### src/one_button_motor_mode_controller_assert.svh
// Assertion macros for the one-button motor and LED controller.
`ifndef ONE_BUTTON_MOTOR_MODE_CONTROLLER_ASSERT_SVH
`define ONE_BUTTON_MOTOR_MODE_CONTROLLER_ASSERT_SVH

// Check that cons holds in every cycle in which ante holds.
`define OBMMC_ASSERT_IMPLIES(label, clk, rst_n, ante, cons, msg) \
	label: assert property (@(posedge clk) disable iff (!rst_n) (ante) |-> (cons)) \
		else $error(msg);

// Check that expr never holds.
`define OBMMC_ASSERT_NEVER(label, clk, rst_n, expr, msg) \
	label: assert property (@(posedge clk) disable iff (!rst_n) !(expr)) \
		else $error(msg);

`endif

### src/obmmc_pkg.sv
`default_nettype none

package obmmc_pkg;

	typedef struct packed {
		logic req_type;
		logic key_pressed;
	} item_t;

	typedef struct packed {
		logic       led_on;
		logic       motor_pin;
		logic       aux_pin;
		logic [2:0] mode;
	} result_t;

	localparam logic       ReqTick      = 1'b0;
	localparam logic       ReqPwm       = 1'b1;

	localparam logic [7:0] HoldMin      = 8'd100;
	localparam logic [7:0] HoldSat      = 8'd200;
	localparam logic [4:0] PhaseMax     = 5'd16;
	localparam logic [3:0] PwmSteps     = 4'd10;
	localparam logic [3:0] DutyReset    = 4'd5;
	localparam logic [2:0] ModeOff      = 3'd0;
	localparam logic [2:0] ModeSteady   = 3'd1;
	localparam logic [2:0] ModeLast     = 3'd5;
	localparam int         LedBand      = 500;
	localparam int         LedBands     = 10;

	function automatic logic [12:0] led_load(input logic [2:0] mode);
		logic [12:0] v;
		case (mode)
			3'd1:    v = 13'd1000;
			3'd2:    v = 13'd2000;
			3'd3:    v = 13'd3000;
			3'd4:    v = 13'd4000;
			3'd5:    v = 13'd5000;
			default: v = 13'd0;
		endcase
		return v;
	endfunction

	function automatic logic [4:0] stop_time(input logic [2:0] mode);
		logic [4:0] v;
		case (mode)
			3'd1:    v = 5'd9;
			3'd2:    v = 5'd6;
			3'd3:    v = 5'd4;
			3'd4:    v = 5'd2;
			default: v = 5'd0;
		endcase
		return v;
	endfunction

	// Odd 500-tick band of (count - 1); count is nonzero.
	function automatic logic band_odd(input logic [12:0] count);
		logic [12:0] v;
		logic        odd;
		v   = count - 13'd1;
		odd = 1'b0;
		for (int b = 1; b < LedBands; b += 2) begin
			if (v >= 13'(b * LedBand) && v < 13'((b + 1) * LedBand)) begin
				odd = 1'b1;
			end
		end
		return odd;
	endfunction

endpackage

`default_nettype wire

### src/obmmc_core.sv
`default_nettype none

module obmmc_core (
	input  wire                    clk,
	input  wire                    arst_n,
	input  wire                    fire,
	input  obmmc_pkg::item_t       item,
	input  wire                    cfg_we,
	input  wire [3:0]              cfg_data,
	output obmmc_pkg::result_t     result
);

	logic [3:0]  duty_q;
	logic [7:0]  hold_q,  n_hold;
	logic [2:0]  mode_q,  n_mode;
	logic [12:0] cd_q,    n_cd;
	logic [4:0]  phase_q, n_phase;
	logic        me_q,    n_me;
	logic [3:0]  pwm_q,   n_pwm;
	logic        led_q,   n_led;
	logic        mot_q,   n_mot;
	logic        aux_q,   n_aux;
	logic        click;

	always_comb begin
		n_hold  = hold_q;
		n_mode  = mode_q;
		n_cd    = cd_q;
		n_phase = phase_q;
		n_me    = me_q;
		n_pwm   = pwm_q;
		n_led   = led_q;
		n_mot   = mot_q;
		n_aux   = aux_q;
		click   = 1'b0;
		if (item.req_type == obmmc_pkg::ReqTick) begin
			if (mode_q == obmmc_pkg::ModeOff && hold_q == 8'd0) begin
				n_led = 1'b0;
				n_mot = 1'b0;
				n_aux = 1'b0;
			end
			if (item.key_pressed) begin
				if (hold_q < obmmc_pkg::HoldSat) begin
					n_hold = hold_q + 8'd1;
				end
			end else begin
				click  = (hold_q >= obmmc_pkg::HoldMin);
				n_hold = 8'd0;
			end
			if (click) begin
				if (mode_q >= obmmc_pkg::ModeLast) begin
					n_mode = obmmc_pkg::ModeOff;
					n_me   = 1'b0;
					n_led  = 1'b0;
					n_mot  = 1'b0;
					n_aux  = 1'b0;
				end else begin
					n_mode = mode_q + 3'd1;
				end
				n_cd = obmmc_pkg::led_load(n_mode);
			end
			if (n_mode != obmmc_pkg::ModeOff) begin
				if (n_mode > obmmc_pkg::ModeSteady) begin
					n_led = (n_cd == 13'd0) ? 1'b1 : obmmc_pkg::band_odd(n_cd);
					if (n_cd != 13'd0) begin
						n_cd = n_cd - 13'd1;
					end
				end else begin
					n_led = 1'b1;
				end
				n_phase = (phase_q >= obmmc_pkg::PhaseMax) ? 5'd0 : phase_q + 5'd1;
				if (obmmc_pkg::stop_time(n_mode) > n_phase) begin
					n_me  = 1'b0;
					n_mot = 1'b0;
				end else begin
					n_me  = 1'b1;
					n_aux = 1'b1;
				end
			end
		end else if (me_q) begin
			n_mot = (pwm_q < duty_q);
			n_pwm = (pwm_q >= obmmc_pkg::PwmSteps - 4'd1) ? 4'd0 : pwm_q + 4'd1;
		end
	end

	always_ff @(posedge clk or negedge arst_n) begin
		if (!arst_n) begin
			duty_q  <= obmmc_pkg::DutyReset;
			hold_q  <= 8'd0;
			mode_q  <= obmmc_pkg::ModeOff;
			cd_q    <= 13'd0;
			phase_q <= 5'd0;
			me_q    <= 1'b0;
			pwm_q   <= 4'd0;
			led_q   <= 1'b0;
			mot_q   <= 1'b0;
			aux_q   <= 1'b0;
		end else begin
			if (cfg_we) begin
				duty_q <= cfg_data;
			end
			if (fire) begin
				hold_q  <= n_hold;
				mode_q  <= n_mode;
				cd_q    <= n_cd;
				phase_q <= n_phase;
				me_q    <= n_me;
				pwm_q   <= n_pwm;
				led_q   <= n_led;
				mot_q   <= n_mot;
				aux_q   <= n_aux;
			end
		end
	end

	assign result.led_on    = n_led;
	assign result.motor_pin = n_mot;
	assign result.aux_pin   = n_aux;
	assign result.mode      = n_mode;

endmodule

`default_nettype wire

### src/obmmc_out.sv
`default_nettype none

module obmmc_out (
	input  wire                    clk,
	input  wire                    arst_n,
	input  wire                    load,
	input  obmmc_pkg::result_t     data,
	output logic                   space,
	output logic                   result_valid,
	input  wire                    result_stall,
	output obmmc_pkg::result_t     result
);

	logic               valid_q;
	obmmc_pkg::result_t data_q;

	assign space = !valid_q || !result_stall;

	always_ff @(posedge clk or negedge arst_n) begin
		if (!arst_n) begin
			valid_q <= 1'b0;
		end else if (load) begin
			valid_q <= 1'b1;
		end else if (!result_stall) begin
			valid_q <= 1'b0;
		end
	end

	always_ff @(posedge clk) begin
		if (load) begin
			data_q <= data;
		end
	end

	assign result_valid = valid_q;
	assign result       = data_q;

endmodule

`default_nettype wire

### src/one_button_motor_mode_controller.sv
// One-button motor and LED controller.
// Request channel: item_valid / item_stall / item. A request is taken at a
// clock edge with item_valid high and item_stall low. A request is either a
// millisecond tick carrying the button level or a fast PWM step.
// Result channel: result_valid / result_stall / result, one result per
// request, in order, holding LED, motor pin, aux pin and current mode.
// Config channel: cfg_valid / cfg_ready / cfg_data writes the PWM duty
// (steps out of ten); cfg_ready is always high. Write only while idle.
// A request is held in the input register; its state update and result are
// formed combinationally from it, and the result is then registered in the
// output register, which drives result_valid; a stalled output holds it back.
// Throughput: one request per cycle while results are not stalled.
// Reset: arst_n clears the control state, pins low, mode 0, duty 5; no results pending.
// Stall: a stalled result is held; one more request can enter the input
// register behind it, after which item_stall rises until result_stall drops.
`default_nettype none
`include "one_button_motor_mode_controller_assert.svh"

module one_button_motor_mode_controller (
	input  wire                    clk,
	input  wire                    arst_n,
	input  wire                    item_valid,
	output logic                   item_stall,
	input  obmmc_pkg::item_t       item,
	output logic                   result_valid,
	input  wire                    result_stall,
	output obmmc_pkg::result_t     result,
	input  wire                    cfg_valid,
	output logic                   cfg_ready,
	input  wire [3:0]              cfg_data
);

	logic               valid_s1;
	obmmc_pkg::item_t   item_s1;
	obmmc_pkg::result_t next_result;
	logic               space;
	logic               advance;
	logic               res_mode_ok;
	logic               res_off;
	logic               pins_low;
	logic               res_motor;
	logic               out_busy;

	assign advance    = valid_s1 && space;
	assign item_stall = valid_s1 && !space;
	assign cfg_ready  = 1'b1;

	always_ff @(posedge clk or negedge arst_n) begin
		if (!arst_n) begin
			valid_s1 <= 1'b0;
		end else if (!item_stall) begin
			valid_s1 <= item_valid;
		end
	end

	always_ff @(posedge clk) begin
		if (item_valid && !item_stall) begin
			item_s1 <= item;
		end
	end

	obmmc_core u_core (
		.clk      (clk),
		.arst_n   (arst_n),
		.fire     (advance),
		.item     (item_s1),
		.cfg_we   (cfg_valid && cfg_ready),
		.cfg_data (cfg_data),
		.result   (next_result)
	);

	obmmc_out u_out (
		.clk          (clk),
		.arst_n       (arst_n),
		.load         (advance),
		.data         (next_result),
		.space        (space),
		.result_valid (result_valid),
		.result_stall (result_stall),
		.result       (result)
	);

	assign res_mode_ok = result.mode <= obmmc_pkg::ModeLast;
	assign res_off     = result_valid && result.mode == obmmc_pkg::ModeOff;
	assign pins_low    = !result.led_on && !result.motor_pin && !result.aux_pin;
	assign res_motor   = result_valid && result.motor_pin;
	assign out_busy    = result_valid && result_stall;

	`OBMMC_ASSERT_IMPLIES(a_mode_range, clk, arst_n, result_valid, res_mode_ok, "mode out of range")
	`OBMMC_ASSERT_IMPLIES(a_off_pins, clk, arst_n, res_off, pins_low, "pins set in mode off")
	`OBMMC_ASSERT_IMPLIES(a_motor_aux, clk, arst_n, res_motor, result.aux_pin, "motor without aux")
	`OBMMC_ASSERT_NEVER(a_stall_cause, clk, arst_n, item_stall && !out_busy, "spurious stall")

endmodule

`default_nettype wire
### config.mk
export PLATFORM = sky130hd
export DESIGN_NAME = one_button_motor_mode_controller
export DESIGN_NICKNAME = d
export VERILOG_FILES = /design/src/obmmc_pkg.sv /design/src/obmmc_core.sv /design/src/obmmc_out.sv /design/src/one_button_motor_mode_controller.sv
export VERILOG_INCLUDE_DIRS = /design/src /design/src/src
export SDC_FILE = /design/constraint.sdc
export NUM_CORES = 1
export LEC_CHECK = 0
export BUFFER_PORTS_ARGS = -buffer_cell sky130_fd_sc_hd__buf_2
export CORE_UTILIZATION = 64
export CTS_BUF_LIST = sky130_fd_sc_hd__clkbuf_8
export DETAILED_ROUTE_END_ITERATION = 8
export PLACE_DENSITY = 0.8
export SKIP_CTS_REPAIR_TIMING = 1
export SYNTH_ARGS = -nofsm -noshare
export SYNTH_HDL_FRONTEND = slang
export SYNTH_SLANG_ARGS = --single-unit
### constraint.sdc
create_clock -name clk -period 4.1 [get_ports clk]
set_input_delay 0.41 -clock clk [delete_from_list [all_inputs] [get_ports clk]]
set_output_delay 0.41 -clock clk [all_outputs]
set_load 0.005 [all_outputs]
==> results.txt <==
Design internal power: 0.000714 W
Post-synthesis sequential area ratio: 32.5%
Clock Power Share: 30.5%
Post-synth EDFFs: 8
Max-slew violation count: 0
Fill cells: 478
Status: completed
Most common flop cell mapped by yosys: dfrtp_1
Slowest stage delay, CP: 570 ps
Core region area: 6030 µm²
Clk root buf: clkbuf_8
Pre-antenna DRT Iters: 5
Crit path max fanout: 10
Crit-path cells: inv_1 -> ha_1 -> o31ai_2 -> o21ai_0 -> a21oi_1 -> or2_2 -> ha_1 -> nor2b_1 -> o21a_1 -> o21a_1 -> o211ai_1 -> a21oi_1 -> o41ai_1 -> mux2_2
Switching pwr: 0.000287 W
First-pass GRT wire length: 16.4 mm
Die height: 81.7 µm
Crit-path slowest cell: dfrtp_1
Yosys cell types: 82
Gate Count Post-Synth: 472
R2R cell count: 14
WP depth: 14
Cell Area, Synth: 4060 µm²
Synth Area in XOR/XNOR: 4.28%
Average wire per standard cell: 18.3 µm
Crit path from: u_core.mode_q[1]
Die area: 6670 µm²
GRT overflow: 0
Max rail drop VDD: 0.000184 V
Final nets: 507
Final setup viols: 0
Clock Skew: 7.81 ps
Die Wd: 81.7 µm
Arrival time worst endpoint: 3970 ps
Post-synthesis adder-cell area fraction: 5.85%
Initial antenna violation count: 0
Clock buffer count from CTS: 5
WP data required: 4360 ps
GP Congestion: 0.971
Sink Count: 51
RSZ-0062 raised after global routing: no
H-Tree Depth: 2
DR iter-0 viols: 419
Lkg Pwr: 1.86 nW
Compound-gate portion of the synthesized area: 27.8%
Synthesized Nets: 502
Buf+Inv Stages, Crit Path: 1
Final core occ: 71.2%
Max Root-Sink Buffers: 2
Setup tns final: 0 ps
Drt via density: 6.72
HP Class: in -> async
Mux share of post-synthesis cell area: 3.14%
Part of the power in registers: 56.1%
Kind of start point of the critical path: flip-flop
Post-Syn Area per Cell: 8.61 µm²
Reg2reg end: u_core.mot_q
Max-slew headroom: 36.5%
Fraction of layout cells with a size suffix above 1: 14.4%
Clock transition at the registers of the reported paths: 100 ps
Combinational power share: 13.4%
Synth top area cells: dfrtp_1, edfxtp_1, ha_1, o21ai_0, nand2_1
Post-route ant nets: 0
Worst reg2reg path startpoint: u_core.mode_q[1]
Fmax: 269 MHz
Family with the most delay on the worst path: compound AO/OA/AOI/OAI gates
Area share of and/or/nand/nor cells after synthesis: 21.4%
Max-cap violations: 0
Worst setup path endpoint: u_core.mot_q
Asr flop ratio synth: 84.3%
Vias in the first global route: 3345
Largest net degree at the start of global routing: 44
#FFs+latches synth: 51
PwrDens: 233 nW/µm²
# diodes: 0
FF-to-FF setup slack: 390 ps
Period minus WS final: 3710 ps
Placement Rows: 28
Worst Max-Slew Pin Slew: 952 ps
Via Count: 3716
TritonCTS clock tree: yes
Critical path capture point type: flip-flop
DPL Wire Length: 7.64 mm
Top-area cell type share of the netlist area: 25.2%
PortBufs: 18
Hold Fails Final Rpt: 0
I/O pin count: 20
Area added between synthesis and finish: 5.51%
Fin crit share: 90.5%
WS Path Type: reg -> reg
Synth Warn #: 0
Initial Util: 67.4%
Drt drc: 0
Clock latency on the worst-skew pair: 310 ps
Switching share of power: 28.6%
Largest family of logic cells by synthesized area: compound AO/OA/AOI/OAI gates
WL final: 10.1 mm
GRT Util Overall: 32.6%
Synth area leader: dfrtp_1
[power groups by stage]
stage / registers [W] / clock network, W / logic [W]
floorplan: 0.000565 / 0 / 0.0000891
global placement: 0.000569 / 0 / 0.000129
detailed placement: 0.000571 / 0 / 0.000133
CTS: 0.000561 / 0.000311 / 0.000134
global route: 0.000564 / 0.000326 / 0.000153
finish: 0.000562 / 0.000305 / 0.000134
[worst min-delay path by stage]
| stage | startpoint | endpoint | cells after the start |
|---|---|---|---|
| finish | arst_n | u_core.pwm_q[1] | 1 |
| global placement | valid_s1 | u_out.result_valid | 1 |
| global route | item[0] | item_s1[0] | 1 |
| CTS | arst_n | u_core.duty_q[1] | 1 |
| floorplan | arst_n | u_core.aux_q | 0 |
| detailed placement | valid_s1 | u_out.result_valid | 1 |
[metal layers]
layer / wire length (µm) / global-route usage (%) / vias up
met3: 927 / 6.00 / 22
met2: 4540 / 52.2 / 185
met5: 0 / 0 / -
met1: 4450 / 45.0 / 1737
li1: - / - / 1772
met4: 219 / 9.30 / 0
[cells in the final DEF (no fill, tap or decap), types with 4 or more instances in the layout]
cell	instances
o211ai_1	8
nand4_1	6
nor3_1	9
buf_2	18
nor4_1	5
xnor2_1	11
xor2_1	7
clkbuf_8	5
ha_1	18
a211oi_1	5
o31ai_1	11
nor2_1	31
inv_1	20
dfrtp_1	41
edfxtp_1	8
a22o_1	4
a21oi_1	21
a31oi_1	6
a21o_1	4
or3_1	6
mux2_2	6
a41oi_1	5
nor2b_1	8
nand2_1	43
nand2b_1	10
buf_4	9
o21ai_0	42
or2_2	5
mux2i_1	6
a32o_1	4
nand3_1	15
[synth_stat cells (3+ instances only)]
master	count
a211oi_1	5
a21boi_0	3
a21o_1	4
a21oi_1	21
a22o_1	4
a22oi_1	3
a31oi_1	6
a32o_1	4
a41oi_1	5
and2_1	3
and3_1	3
and4_1	3
buf_2	7
clkbuf_1	18
dfrtp_1	41
edfxtp_1	8
ha_1	19
inv_1	20
mux2_2	6
mux2i_1	6
nand2_1	43
nand2b_1	10
nand3_1	15
nand4_1	6
nor2_1	31
nor2b_1	8
nor3_1	9
nor4_1	5
o2111ai_1	3
o211ai_1	8
o21a_1	3
o21ai_0	42
o22ai_1	3
o31ai_1	11
or2_2	5
or3_1	6
xnor2_1	11
xor2_1	7
[layout make-up]
type	count	area (µm²)	area share, %
Tap cell	75	93.8	2.19
Multi-Input combinational cell	372	2550	59.5
Timing Repair Buffer	27	158	3.68
Inverter	20	75.1	1.75
Sequential cell	51	1320	30.8
Clock buffer	5	68.8	1.60
Clock inverter	3	23.8	0.554
[sequential cells by signal (all words and copies together) (netlist names), 2 cells and up]
register / count
u_core.pwm_q: 4
u_core.duty_q: 4
u_core.cd_q: 13
u_core.phase_q: 5
u_core.mode_q: 3
u_core.hold_q: 8
item_s1: 2
u_out.result: 6
[cell families after synthesis]
family,count (synthesis)
simple gates,164
compound gates,157
flops,51
buf+inv,49
fa+ha+maj,19
xor+xnor,19
mux,12
other cells,1
[stage by stage]
stage | hold WS, ps | setup WS (ps) | total power (W) | cells | cell area [µm²]
global placement | 465 | 465 | 0.000699 | 545 | 4190
detailed placement | 467 | 356 | 0.000704 | 545 | 4190
global route | 263 | 73.4 | 0.00104 | 553 | 4290
floorplan | 114 | 451 | 0.000654 | 472 | 4060
CTS | 265 | 338 | 0.00101 | 553 | 4280
finish | 244 | 388 | 0.00100 | 553 | 4290
Power figures use the tool's default switching activity.
